==> config.mk <==
export PLATFORM = sky130hd
export DESIGN_NAME = ptbl_front
export DESIGN_NICKNAME = d
export VERILOG_FILES = /design/src/ptbl_front.sv
export SDC_FILE = /design/constraint.sdc
export NUM_CORES = 1
export LEC_CHECK = 0
export ABC_AREA = 1
export BUFFER_PORTS_ARGS = -buffer_cell sky130_fd_sc_hd__buf_2
export CAP_MARGIN = 20
export CORE_MARGIN = 2
export CORE_UTILIZATION = 35
export DETAILED_ROUTE_END_ITERATION = 8
export PLACE_DENSITY = 0.65
export SLEW_MARGIN = 30
export SYNTH_ARGS = -nofsm -noshare
export SYNTH_HDL_FRONTEND = slang
export SYNTH_SLANG_ARGS = --single-unit
==> constraint.sdc <==
create_clock -name clk -period 8 [get_ports clk]
set_clock_uncertainty 0.15 [all_clocks]
set_input_delay 0.8 -clock clk [delete_from_list [all_inputs] [get_ports clk]]
set_output_delay 0.8 -clock clk [all_outputs]
set_load 0.02 [all_outputs]
==> src/ptbl_front.sv <==
// request intake: two-entry queue holding client index and timestamp
module ptbl_front #(
    parameter int IDX_W = 10
) (
    input  logic             clk,
    input  logic             rst_n,
    input  logic             push,
    output logic             full,
    input  logic [9:0]       client_id,
    input  logic [31:0]      timestamp,
    output logic             req_valid,
    input  logic             req_take,
    output logic [IDX_W-1:0] req_idx,
    output logic [31:0]      req_time
);

    logic [IDX_W-1:0] idx_reg [2];
    logic [31:0]      time_reg [2];
    logic             wptr_reg, rptr_reg;
    logic [1:0]       count_reg;
    logic             do_push, do_pop;
    logic [IDX_W-1:0] idx_in;

    assign full      = count_reg[1];
    assign req_valid = count_reg != 2'd0;
    assign do_push   = push && !full;
    assign do_pop    = req_take && req_valid;
    assign req_idx   = idx_reg[rptr_reg];
    assign req_time  = time_reg[rptr_reg];

    // index modulo the entry count (power of two)
    always_comb
    begin
        logic [26:0] wide;
        wide   = {17'd0, client_id};
        idx_in = wide[IDX_W-1:0];
    end

    // queue storage
    always_ff @(posedge clk)
    begin
        if (do_push)
        begin
            idx_reg[wptr_reg]  <= idx_in;
            time_reg[wptr_reg] <= timestamp;
        end
    end

    // queue pointers
    always_ff @(posedge clk or negedge rst_n)
    begin
        if (!rst_n)
        begin
            wptr_reg  <= 1'b0;
            rptr_reg  <= 1'b0;
            count_reg <= 2'd0;
        end
        else
        begin
            if (do_push) wptr_reg <= !wptr_reg;
            if (do_pop)  rptr_reg <= !rptr_reg;
            count_reg <= count_reg + {1'b0, do_push} - {1'b0, do_pop};
        end
    end

    a_count_range: assert property (@(posedge clk) disable iff (!rst_n)
        count_reg != 2'd3) else $error("queue count overflow");
    a_no_push_full: assert property (@(posedge clk) disable iff (!rst_n)
        full |=> count_reg == 2'd2 || $past(do_pop)) else $error("full queue grew");
    a_pop_nonempty: assert property (@(posedge clk) disable iff (!rst_n)
        do_pop |-> count_reg != 2'd0) else $error("pop from empty queue");

endmodule

After elaboration in Yosys (flattened, before gate mapping)
Memory sizes are Yosys's and may differ from the RTL's.
Cells that the tools add are included.
W data, S select, Z words.
{"block": "totals", "register_bits": 4, "mem_bits_rw": 84, "in_bits": 46, "output_inout_bits": 44, "memories": 2}
{"memory": "time_reg", "words": 2, "word_bits": 32, "rd": 1, "rd_ports_with_merged_regs": 0, "wr": 1, "line": "18", "text": "logic [31:0] time_reg [2];"}
{"memory": "idx_reg", "words": 2, "word_bits": 10, "rd": 1, "rd_ports_with_merged_regs": 0, "wr": 1, "line": "17", "text": "logic [IDX_W-1:0] idx_reg [2];"}
{"block": "op_classes", "add_sub_neg": 2, "muxes": 2, "reduce_logical": 6}
{"cell": "$logic_not A1 Y1", "n": 3}
{"cell": "$add A2 B1 Y2", "n": 1}
{"cell": "$logic_and A1 B1 Y1", "n": 2}
{"cell": "$mux W1", "n": 2}
{"cell": "$reduce_bool A2 Y1", "n": 1}
{"cell": "$sub A2 B1 Y2", "n": 1}

Logic depth before layout (Yosys ltp)
Gate-level depths: netlist of the first run.
{"block": "logic_depth", "ltp_word": 4, "ltp_mapped": 7, "ltp_nobuf": 7}

Least setup slack after synthesis of the first run
Ideal clock, no wire load.
{"block": "synth_path", "path_type": "in2reg", "start": "in push", "end": "mem idx_reg[0][0] (enable)", "t_arrival_ps": 2650, "required_time_ps": 7409, "path_slack_ps": 4759, "stages": 2, "cell_sequence": "nand2_2 > nor2_1"}
{"block": "synth_between", "elab_chain_len": 3}
{"element": "start, declared", "line": "7", "text": "input logic push,"}
{"element": "$logic_and A1 B1 Y1", "line": "26", "text": "assign do_push = push && !full;"}
{"element": "$mux W1", "line": "42", "text": "if (do_push)"}
{"element": "$mux W1 (implied by the code)", "line": "44", "text": "idx_reg[wptr_reg] <= idx_in;"}
{"element": "end, declared", "line": "17"}
No other way between the ends.

Worst setup path after layout of the first run
{"block": "layout_path", "start": "reg rptr_reg", "end": "out req_time[31]"}
{"block": "layout_between", "elab_chain_len": 1}
{"element": "start, declared", "line": "19", "text": "logic wptr_reg, rptr_reg;"}
{"element": "start signal, assigned", "line": "61", "text": "if (do_pop) rptr_reg <= !rptr_reg;"}
{"element": "$mem_v2 Z2 W32"}
{"element": "end, declared", "line": "14", "text": "output logic [31:0] req_time"}
No other way between the ends.

==> metrics.yaml, run 1 <==
dpl_cell_area_mm2: 0.003826
async_reset_ff_share_pct: 4.545
synth_top_area_share_pct: 76.77
drt_iter0_markers: 61
post-place-ws_ns: 5.325
period_share_pct: 37.66
fp.coreArea_mm2: 0.009153
ff_latch_area_mm2: 0.002624
p_leak_uw: 0.001700
antenna_found_initial: 0
cts_tree: "yes"
synth_cell_types: 16
netlist_instances: 243
cts_hold_buf: 0
r2r_cells: 4
grt-ovfl-total: 0
ant_nets: 0
clock_path_buffers: 2
power_density_mw_per_mm2: 362.1
arrival_ns: 2.06
place_congestion: 0.6482
initial_core_util_pct: 35.90
multiInputGateArea_um2: 581.8
clk_pin_slew_ns: 0.08
grt_max_degree: 44
drive_above_1_share_pct: 32.35
grt_pass1_vias: 1954
hpwl_mm: 3.898
setup_ws_ns: 4.988
grt_pass1_wl_mm: 9.494
hp-class: "in -> async"
port_buffers: 89
ys_seq_area_share_pct: 79.82
cts_resized: 0
synthFlopType: "edfxtp_1"
crit_path_start_kind: "flop"
die-area_mm2: 0.01018
synth_commonest_cells: "130 x nand2_1, 84 x edfxtp_1, 4 x buf_6, 4 x dfrtp_1, 4 x inv_1"
crit_required_ns: 7.05
synth_edf_count: 84
syn_area_mm2: 0.003286
stdcell_count: 451
drc: 0
vias: 2022
peakVddDrop_mv: 0.1844
path_max_fanout: 43
final_cell_area_mm2: 0.003988
fin_nets: 383
cp-end-kind: "output pin"
cts.sinks: 88
wire_per_inst_um: 13.37
yosysMostFrequentCell: "nand2_1"
cts_max_level: 3
ys_ff_latch: 88
fillers: 853
place_inst: 436
firstDrtPassIters: 4
setup_viol: 0
wl_mm: 6.029
yosysTopAreaCell: "edfxtp_1"
cts-buffers-inserted: 9
syn2layout_area_growth_pct: 21.36
rsz0062_at_grt: "false"
final_hold_viol_count: 0
cts_setup_buffers: 0
status: "finished clean"
rows: 35
fin_tns_setup_ns: 0
syn-num-nets: 290
fmax_mhz: 332.0
num_io_pins: 90
antenna_cells: 0
max_slew.worst_pin.slew_ns: 0.8471
clk_latency_ns: 0.34
cts_root_buffer: "clkbuf_8"
viasPerCell: 4.483
die_y_um: 100.9
relSlewSlack_pct: 43.53
period_needed_ns: 3.012
synth_area_leaders: "edfxtp_1 77%, nand2_1 15%, dfrtp_1 3.0%"
slew_viol_final: 0
largest_register_ffs: 64
max_cap_violations: 0
grtUsageTotal_pct: 12.46
crit_type: "reg -> out"
syn_avg_cell_area_um2: 13.52
die_w_um: 100.9
synth_warnings: 0
-- cells by family (layout without fill, tap and decap cells) --
family | after synthesis | in the layout | share of synthesized area, %
AOI/OAI and AO/OA | 1 | 1 | 0.2666
and+or+nand+nor | 136 | 136 | 15.80
DFF | 88 | 88 | 79.82
adders and majority gates | 1 | 1 | 0.3807
xor gates and xnor gates | 3 | 3 | 0.7998
buffers and inverters | 14 | 111 | 2.932
-- metal layers --
| metal | global-route usage, % | up-vias | part of all wire [%] |
|---|---|---|---|
| met3 | 5.479 | 5 | 6.9 |
| li1 | - | 995 | - |
| met1 | 14.45 | 953 | 42 |
| met2 | 20.92 | 69 | 50 |
| met5 | 0 | - | 0 |
| met4 | 3.742 | 0 | 0.88 |
-- cells in the final DEF (no fill, tap or decap), drive strengths merged --
cell type	netlist	routed
nand3	1	1
dfrtp	4	4
xor2	3	3
nor2	2	2
edfxtp	84	84
o21ai	1	1
nand4	1	1
or2	1	1
nand2	131	131
buf	9	91
inv	5	5
clkinv	0	2
ha	1	1
clkbuf	0	9
clkinvlp	0	4
-- worst max-delay path, stage by stage (launching register included) --
cell     delay [ns]
dfrtp_2        0.92
inv_4          0.39
nand2_1        0.15
nand2_1        0.07
buf_2          0.16
-- final timing paths --
| check | startpoint | to | slack [ns] |
|---|---|---|---|
| worst min register to register | count_reg[0] | count_reg[0] | 0.44 |
| worst max register to register | count_reg[1] | time_reg[0][22] | 5.93 |
| min in group clk | count_reg[0] | count_reg[0] | 0.44 |
| max in group asynchronous | rst_n | rptr_reg | 7.47 |
| worst min-delay path | rst_n | count_reg[0] | 0.1 |
| worst max-delay path | rptr_reg | req_time[31] | 4.99 |
-- power breakdown --
part,internal (uW),total [uW],switching (uW)
Sequential,617,679,62.3
Combinational,152,511,359
Clock,109,254,145
Total,877,1440,567
-- final cells by class --
| cell class | count | share of cell area, % |
|---|---|---|
| multi-input combinational | 141 | 14.59 |
| sequential | 88 | 65.80 |
| clock inverter | 6 | 0.9413 |
| inverter | 5 | 0.5334 |
| timing repair buffer | 91 | 11.55 |
| clock buffer | 9 | 3.106 |
| tap | 111 | 3.483 |
-- metrics by stage --
stage | util (%) | power [uW] | hold WS, ns
2_1_floorplan | - | 1043 | 0.3544
3_3_place_gp | 41.80 | 1201 | 0.4020
3_5_place_dp | 41.80 | 1214 | 0.4192
4_1_cts | 43.57 | 1469 | 0.07592
5_1_grt | 43.57 | 1542 | 0.07041
6_report | 43.57 | 1444 | 0.09525
No activity file was read; power rests on OpenSTA's default activity.
==> run 2, diff against run 1 <==
- clock period: 8 -> 3 ns (I/O delays scaled with it)
==> run 2 against run 1 <==
Net effect:
- non-clock buffer count rose by 46
- global-route usage grew 1.4 points
- cell count is 10% higher
- wire length rose by 11%
- combinational power grew to 2.9 times the previous value
- die area stayed put
- utilization is 5.1 points higher
- power rose to 2.8 times the previous value
- sequential cell count unchanged
- register-to-register slack lost 4.8 ns
- largest cell class unchanged
==> metrics.yaml, run 2 (synthesis gave the netlist of run 1 again) <==
hold-path-cell-count: 3
vias: 2171  # +7.4%
clk_pin_slew_ns: 0.08  # about the same
wire_per_inst_um: 13.47  # +0.79%
grt_pass1_wl_mm: 10.38  # +9.4%
cp-end-kind: "output pin"
fin_nets: 429  # +12%
crit_required_ns: 2.55  # -4.50 ns
clk_latency_ns: 0.35  # about the same
max_slew.worst_pin.slew_ns: 0.4502  # -0.3968 ns
relSlewSlack_pct: 69.98  # +26 points
period_share_pct: 70.38
cts_resized: 0  # unchanged
rows: 35  # unchanged
fmax_mhz: 473.6
cts_max_level: 3  # unchanged
place_congestion: 0.6590  # +1.7%
fillers: 825  # -3.3%
place_inst: 439  # +0.69%
cts_tree: "yes"
p_clk_share_pct: 18.9  # +1.3 points
die_w_um: 100.9  # unchanged
utilization_pct: 48.71  # +5.1 points
status: "finished clean"
cts.sinks: 88  # unchanged
antenna_found_initial: 0  # unchanged
firstDrtPassIters: 4  # unchanged
stdcell_count: 498  # +10%
port_buffers: 89  # unchanged
grtUsageTotal_pct: 13.87  # +1.4 points
p_leak_uw: 0.001918  # +13%
wl_mm: 6.710  # +11%
layout_common_cells: "130 x nand2_1, 89 x buf_2, 84 x edfxtp_1, 43 x dlygate4sd3_1, 9 x clkbuf_8"
grt-ovfl-total: 0  # unchanged
num_io_pins: 90  # unchanged
crit_path_start_kind: "flop"
regToRegSetupSlack_ns: 1.18  # -4.75 ns
crit_type: "reg -> out"
netSwitchingPower_uw: 1526  # +170%
drive_above_1_share_pct: 28.94  # -3.4 points
grt_max_degree: 44  # unchanged
rsz0062_at_grt: "false"
r2r_cells: 4  # unchanged
sw_frac_of_total_pct: 38.10  # -1.1 points
final_common_cell: "nand2_1"
r2r-end: "idx_reg[0][2]"
final_hold_viol_count: 0  # unchanged
ant_nets: 0  # unchanged
initial_core_util_pct: 35.90  # unchanged
die_y_um: 100.9  # unchanged
seqPwrFrac_pct: 43.7  # -3.3 points
rr_startpoint: "count_reg[1]"
cts_root_buffer: "clkbuf_8"
antenna_cells: 0  # unchanged
grt_pass1_vias: 2233  # +14%
max_stage_delay_ns: 0.54  # -0.38 ns
hp-class: "in -> reg"
hold_end: "rptr_reg"
hp-start: "req_take"
fp.coreArea_mm2: 0.009153  # unchanged
drt_iter0_markers: 67  # +9.8%
power_density_mw_per_mm2: 898.2  # +150%
intPower_uw: 2479  # +180%
path_max_fanout: 43  # unchanged
cpMaxStageDelayCell: "dfrtp_2"
drc: 0  # unchanged
setup_viol: 0  # unchanged
slew_viol_final: 0  # unchanged
path_cells: "inv_4 -> nand2_1 -> nand2_1 -> buf_2"
crit_path_frequent_cell: "nand2_1"
arrival_ns: 1.66  # -0.40 ns
largest_register_ffs: 64  # unchanged
viasPerCell: 4.359  # -2.8%
cts-buffers-inserted: 9  # unchanged
clock_path_buffers: 2  # unchanged
die-area_mm2: 0.01018  # unchanged
max_cap_violations: 0  # unchanged
syn2layout_area_growth_pct: 35.68
p_comb_share_pct: 37.3  # +1.9 points
period_needed_ns: 2.111
peakVddDrop_mv: 0.3435  # +86%
hpwl_mm: 4.226  # +8.4%
## run 2: metal layers
metal	up-vias	wire, um	GRT usage, %	part of all wire (%)
met5	-	0	0	0
met4	0	99	4.990	1.5
met3	10	330	4.577	4.9
met2	63	3478	24.67	52
met1	1010	2801	15.50	42
li1	1088	-	-	-
## run 2: area by class of cell
class                           instances  area (um^2)  share of cell area (%)
Tap cell                              111        138.9                   3.115
Clock buffer                           11        131.4                   2.947
Sequential cell                        88         2624                   58.85
Timing Repair Buffer                  137        913.4                   20.49
Multi-Input combinational cell        141        581.8                   13.05
Inverter                                5        21.27                  0.4771
Clock inverter                          5        47.55                   1.067
## run 2: power by group through the flow
| stage | Sequential [uW] | Combinational, uW | Clock, uW |
|---|---|---|---|
| 2_1_floorplan | 1750 | 1030 | 0 |
| 3_3_place_gp | 1770 | 1470 | 0 |
| 3_5_place_dp | 1780 | 1480 | 0 |
| 4_1_cts | 1750 | 1530 | 786 |
| 5_1_grt | 1780 | 1660 | 838 |
| 6_report | 1750 | 1500 | 758 |
## run 2: through the flow
| step | hold slack (ns) | instance area [um^2] | TNS [ns] | total power, uW | setup WS (ns) |
|---|---|---|---|---|---|
| floorplan | -0.1456 | 3286 | -2.962 | 2781 | -0.03526 |
| global placement | -0.03087 | 3849 | 0 | 3237 | 1.183 |
| detailed placement | -0.03133 | 3849 | 0 | 3260 | 1.145 |
| CTS | 0.1068 | 4458 | 0 | 4063 | 0.8584 |
| global route | 0.09882 | 4458 | 0 | 4271 | 0.7122 |
| finish | 0.1208 | 4458 | 0 | 4004 | 0.8887 |
## run 2: timing repair
item | CTS | global route
endpoints found under the setup margin | 0 | 0
hold buffers | 43 | 0
endpoints found under the hold margin | 88 | 0
setup buffers | 0 | 0
## run 2: worst max-delay path by stage
stage / startpoint / slack, ns / depth (start not counted) / to
final: rptr_reg / 0.89 / 4 / req_idx[9]
after CTS: rptr_reg / 0.86 / 4 / req_idx[9]
after global routing: rptr_reg / 0.71 / 4 / req_time[28]
after floorplan: count_reg[1] / -0.04 / 3 / idx_reg[0][0]
after detailed placement: count_reg[1] / 1.15 / 4 / idx_reg[0][2]
after global placement: count_reg[1] / 1.18 / 4 / time_reg[1][8]
## run 2: worst max-delay path: cells and delay by family, from the launching register on
kind,cells,cell delay (ns)
simple gates,2,0.19
flops,1,0.54
buf+inv,2,0.55
==> run 3, diff against run 2 <==
- ABC_AREA: 1 -> 0
- clock period: 3 -> 2 ns (I/O delays scaled with it)
==> run 3 against run 2 <==
Net effect:
- via count down 15%
- sequential share of layout area fell by 3.4 points
- largest cell class unchanged
- highest routed layer unchanged
- synthesized cell count fell by 38%
- critical path type unchanged
- combinational power up 62%
- critical endpoint unchanged
==> metrics.yaml, run 3 <==
status: "finished clean"
cts_tree: "yes"
ys_seq_area_share_pct: 76.08  # -3.7 points
p_clk_share_pct: 20.3  # +1.4 points
syn2layout_area_growth_pct: 37.17
stdcell_count: 432  # -13%
antenna_found_initial: 0  # unchanged
async_reset_ff_share_pct: 4.545  # unchanged
cts.sinks: 88  # unchanged
grt-ovfl-total: 0  # unchanged
fin_nets: 341  # -21%
cts_root_buffer: "clkbuf_8"
wire_per_inst_um: 14.25  # +5.8%
arrival_ns: 1.54  # -0.12 ns
clk_latency_ns: 0.34  # about the same
rr_startpoint: "count_reg[1]"
yosysMostFrequentCell: "edfxtp_1"
crit_required_ns: 1.65  # -0.90 ns
intPower_uw: 4313  # +74%
viasPerCell: 4.273  # -2.0%
hp-class: "in -> async"
die_y_um: 103.2  # +2.3%
antenna_cells: 0  # unchanged
max_slew.worst_pin.slew_ns: 0.2514  # -0.1988 ns
die_w_um: 103.2  # +2.3%
cts_max_level: 3  # unchanged
crit_type: "reg -> out"
period_needed_ns: 1.892
grtUsageTotal_pct: 11.27  # -2.6 points
netSwitchingPower_uw: 2003  # +31%
yosysTopAreaCell: "edfxtp_1"
synth_commonest_cells: "84 x edfxtp_1, 39 x mux2_4, 4 x buf_12, 4 x dfrtp_1"
synth_top_area_share_pct: 73.18  # -3.6 points
utilization_pct: 48.82  # +0.12 points
dpl_cell_area_mm2: 0.004044  # +5.1%
port_buffers: 89  # unchanged
syn-num-nets: 198  # -32%
drt_iter0_markers: 48  # -28%
crit_start: "rptr_reg"
synth_cell_types: 18  # +2
setup_viol: 0  # unchanged
ant_nets: 0  # unchanged
path_max_fanout: 22  # -49%
synth_edf_count: 84  # unchanged
clk_pin_slew_ns: 0.08  # about the same
power_density_mw_per_mm2: 1336  # +49%
fmax_mhz: 528.6
highest_layer: "met4"
place_congestion: 0.6398  # -2.9%
grt_pass1_wl_mm: 8.714  # -16%
wl_met1_mm: 2.660  # -5.0%
crit_path_start_kind: "flop"
initial_core_util_pct: 35.59  # -0.30 points
syn_avg_cell_area_um2: 22.83  # +69%
place_inst: 371  # -15%
wl_met2_mm: 3.118  # -10%
final_cell_area_mm2: 0.004728  # +6.1%
sw_frac_of_total_pct: 31.72  # -6.4 points
cp-end-kind: "output pin"
cts-buffers-inserted: 9  # unchanged
p_leak_uw: 0.001892  # -1.4%
firstDrtPassIters: 4  # unchanged
netlist_instances: 151  # -38%
setup_ws_ns: 0.1083  # -0.7804 ns
synthFlopType: "edfxtp_1"
relSlewSlack_pct: 83.24  # +13 points
period_share_pct: 94.59
dr_wl_met3_um: 309  # -6.4%
clock_path_buffers: 2  # unchanged
final_common_cell: "buf_2"
cts_setup_buffers: 0  # unchanged
synth_area_leaders: "edfxtp_1 73%, mux2_4 17%, dfrtp_1 2.9%"
fp.coreArea_mm2: 0.009684  # +5.8%
hpwl_mm: 3.425  # -19%
max_cap_violations: 0  # unchanged
synth_warnings: 0  # unchanged
rows: 36  # +2.9%
largest_register_ffs: 64  # unchanged
wl_mm: 6.158  # -8.2%
slew_viol_final: 0  # unchanged
post-place-ws_ns: 0.4169  # -0.7286 ns
rsz0062_at_grt: "false"
p_comb_share_pct: 38.5  # +1.2 points
seqPwrFrac_pct: 41.2  # -2.5 points
layout_common_cells: "89 x buf_2, 84 x edfxtp_1, 44 x dlygate4sd3_1, 39 x mux2_4, 9 x clkbuf_8"
syn_area_mm2: 0.003447  # +4.9%
peakVddDrop_mv: 0.7532  # +120%
num_io_pins: 90  # unchanged
grt_pass1_vias: 1904  # -15%
final_hold_viol_count: 0  # unchanged
vias: 1846  # -15%
grt_max_degree: 44  # unchanged
die-area_mm2: 0.01066  # +4.7%
drive_above_1_share_pct: 51.17  # +22 points
drc: 0  # unchanged
r2r_cells: 5  # +1
ys_ff_latch: 88  # unchanged
==> run 3: cell types whose count changed in the layout (fill, tap and decap cells not counted), moves of 3 or more <==
cell / previous run / this run
nand2_1: 130 / 2
buf_4: 5 / 0
mux2_4: 0 / 39
inv_1: 4 / 1
mux2_2: 0 / 3
==> run 3: cells by family after synthesis <==
family	after synthesis	share of synthesized area, %
xor gates and xnor gates	3	0.7624
adders and majority gates	1	0.3629
AOI/OAI and AO/OA	3	0.7621
DFF	88	76.08
muxes	42	17.97
and+or+nand+nor	8	1.307
buffers and inverters	6	2.759
==> run 3: power groups by stage <==
stage | Sequential [uW] | Combinational, uW | Clock [uW]
after global placement | 2610 | 2300 | 0
after CTS | 2590 | 2390 | 1330
final | 2600 | 2430 | 1280
after floorplan | 2610 | 1820 | 0
after detailed placement | 2630 | 2310 | 0
after global routing | 2640 | 2620 | 1410
==> run 3: per-layer routing <==
metal	vias to the layer above	global-route usage (%)
met3	10	4.570
met1	897	12.41
met4	0	5.263
met5	-	0
met2	66	19.08
li1	873	-
==> run 3: layout make-up <==
class | instances | area (um^2)
clock inverters | 6 | 83.83
inverters | 1 | 3.754
fillers | 806 | 4956
well taps | 133 | 166.4
clock buffers | 10 | 127.6
repair buffers | 137 | 978.4
multi-input cells | 57 | 744.5
flip-flops and latches | 88 | 2624
==> run 3: final timing paths <==
check,endpoint,slack (ns)
min in group clk,wptr_reg,0.05
max in group asynchronous,rptr_reg,1.53
hold / removal,count_reg[1],0.04
setup / recovery,req_idx[9],0.11
setup reg to reg,count_reg[1],0.39
hold reg to reg,wptr_reg,0.40
==> run 3: worst max-delay path, cell delays in order (launching register included) <==
cell and delay (ns):
dfrtp_2 0.44, buf_16 0.22, mux2_2 0.37, buf_2 0.16
==> run 3: per-stage QoR <==
| stage | TNS, ns | hold slack [ns] | total power, uW |
|---|---|---|---|
| after floorplan | -28.57 | -0.2456 | 4435 |
| after global placement | 0 | -0.1402 | 4910 |
| after detailed placement | 0 | -0.1397 | 4945 |
| after CTS | 0 | 0.005369 | 6310 |
| after global routing | 0 | 0.03807 | 6671 |
| final | 0 | 0.04084 | 6316 |
==> run 3: timing repair <==
item,in CTS,in global routing
gates resized for setup,0,1
setup endpoints to repair,0,3
endpoints found under the hold margin,89,0
hold buffers,44,0
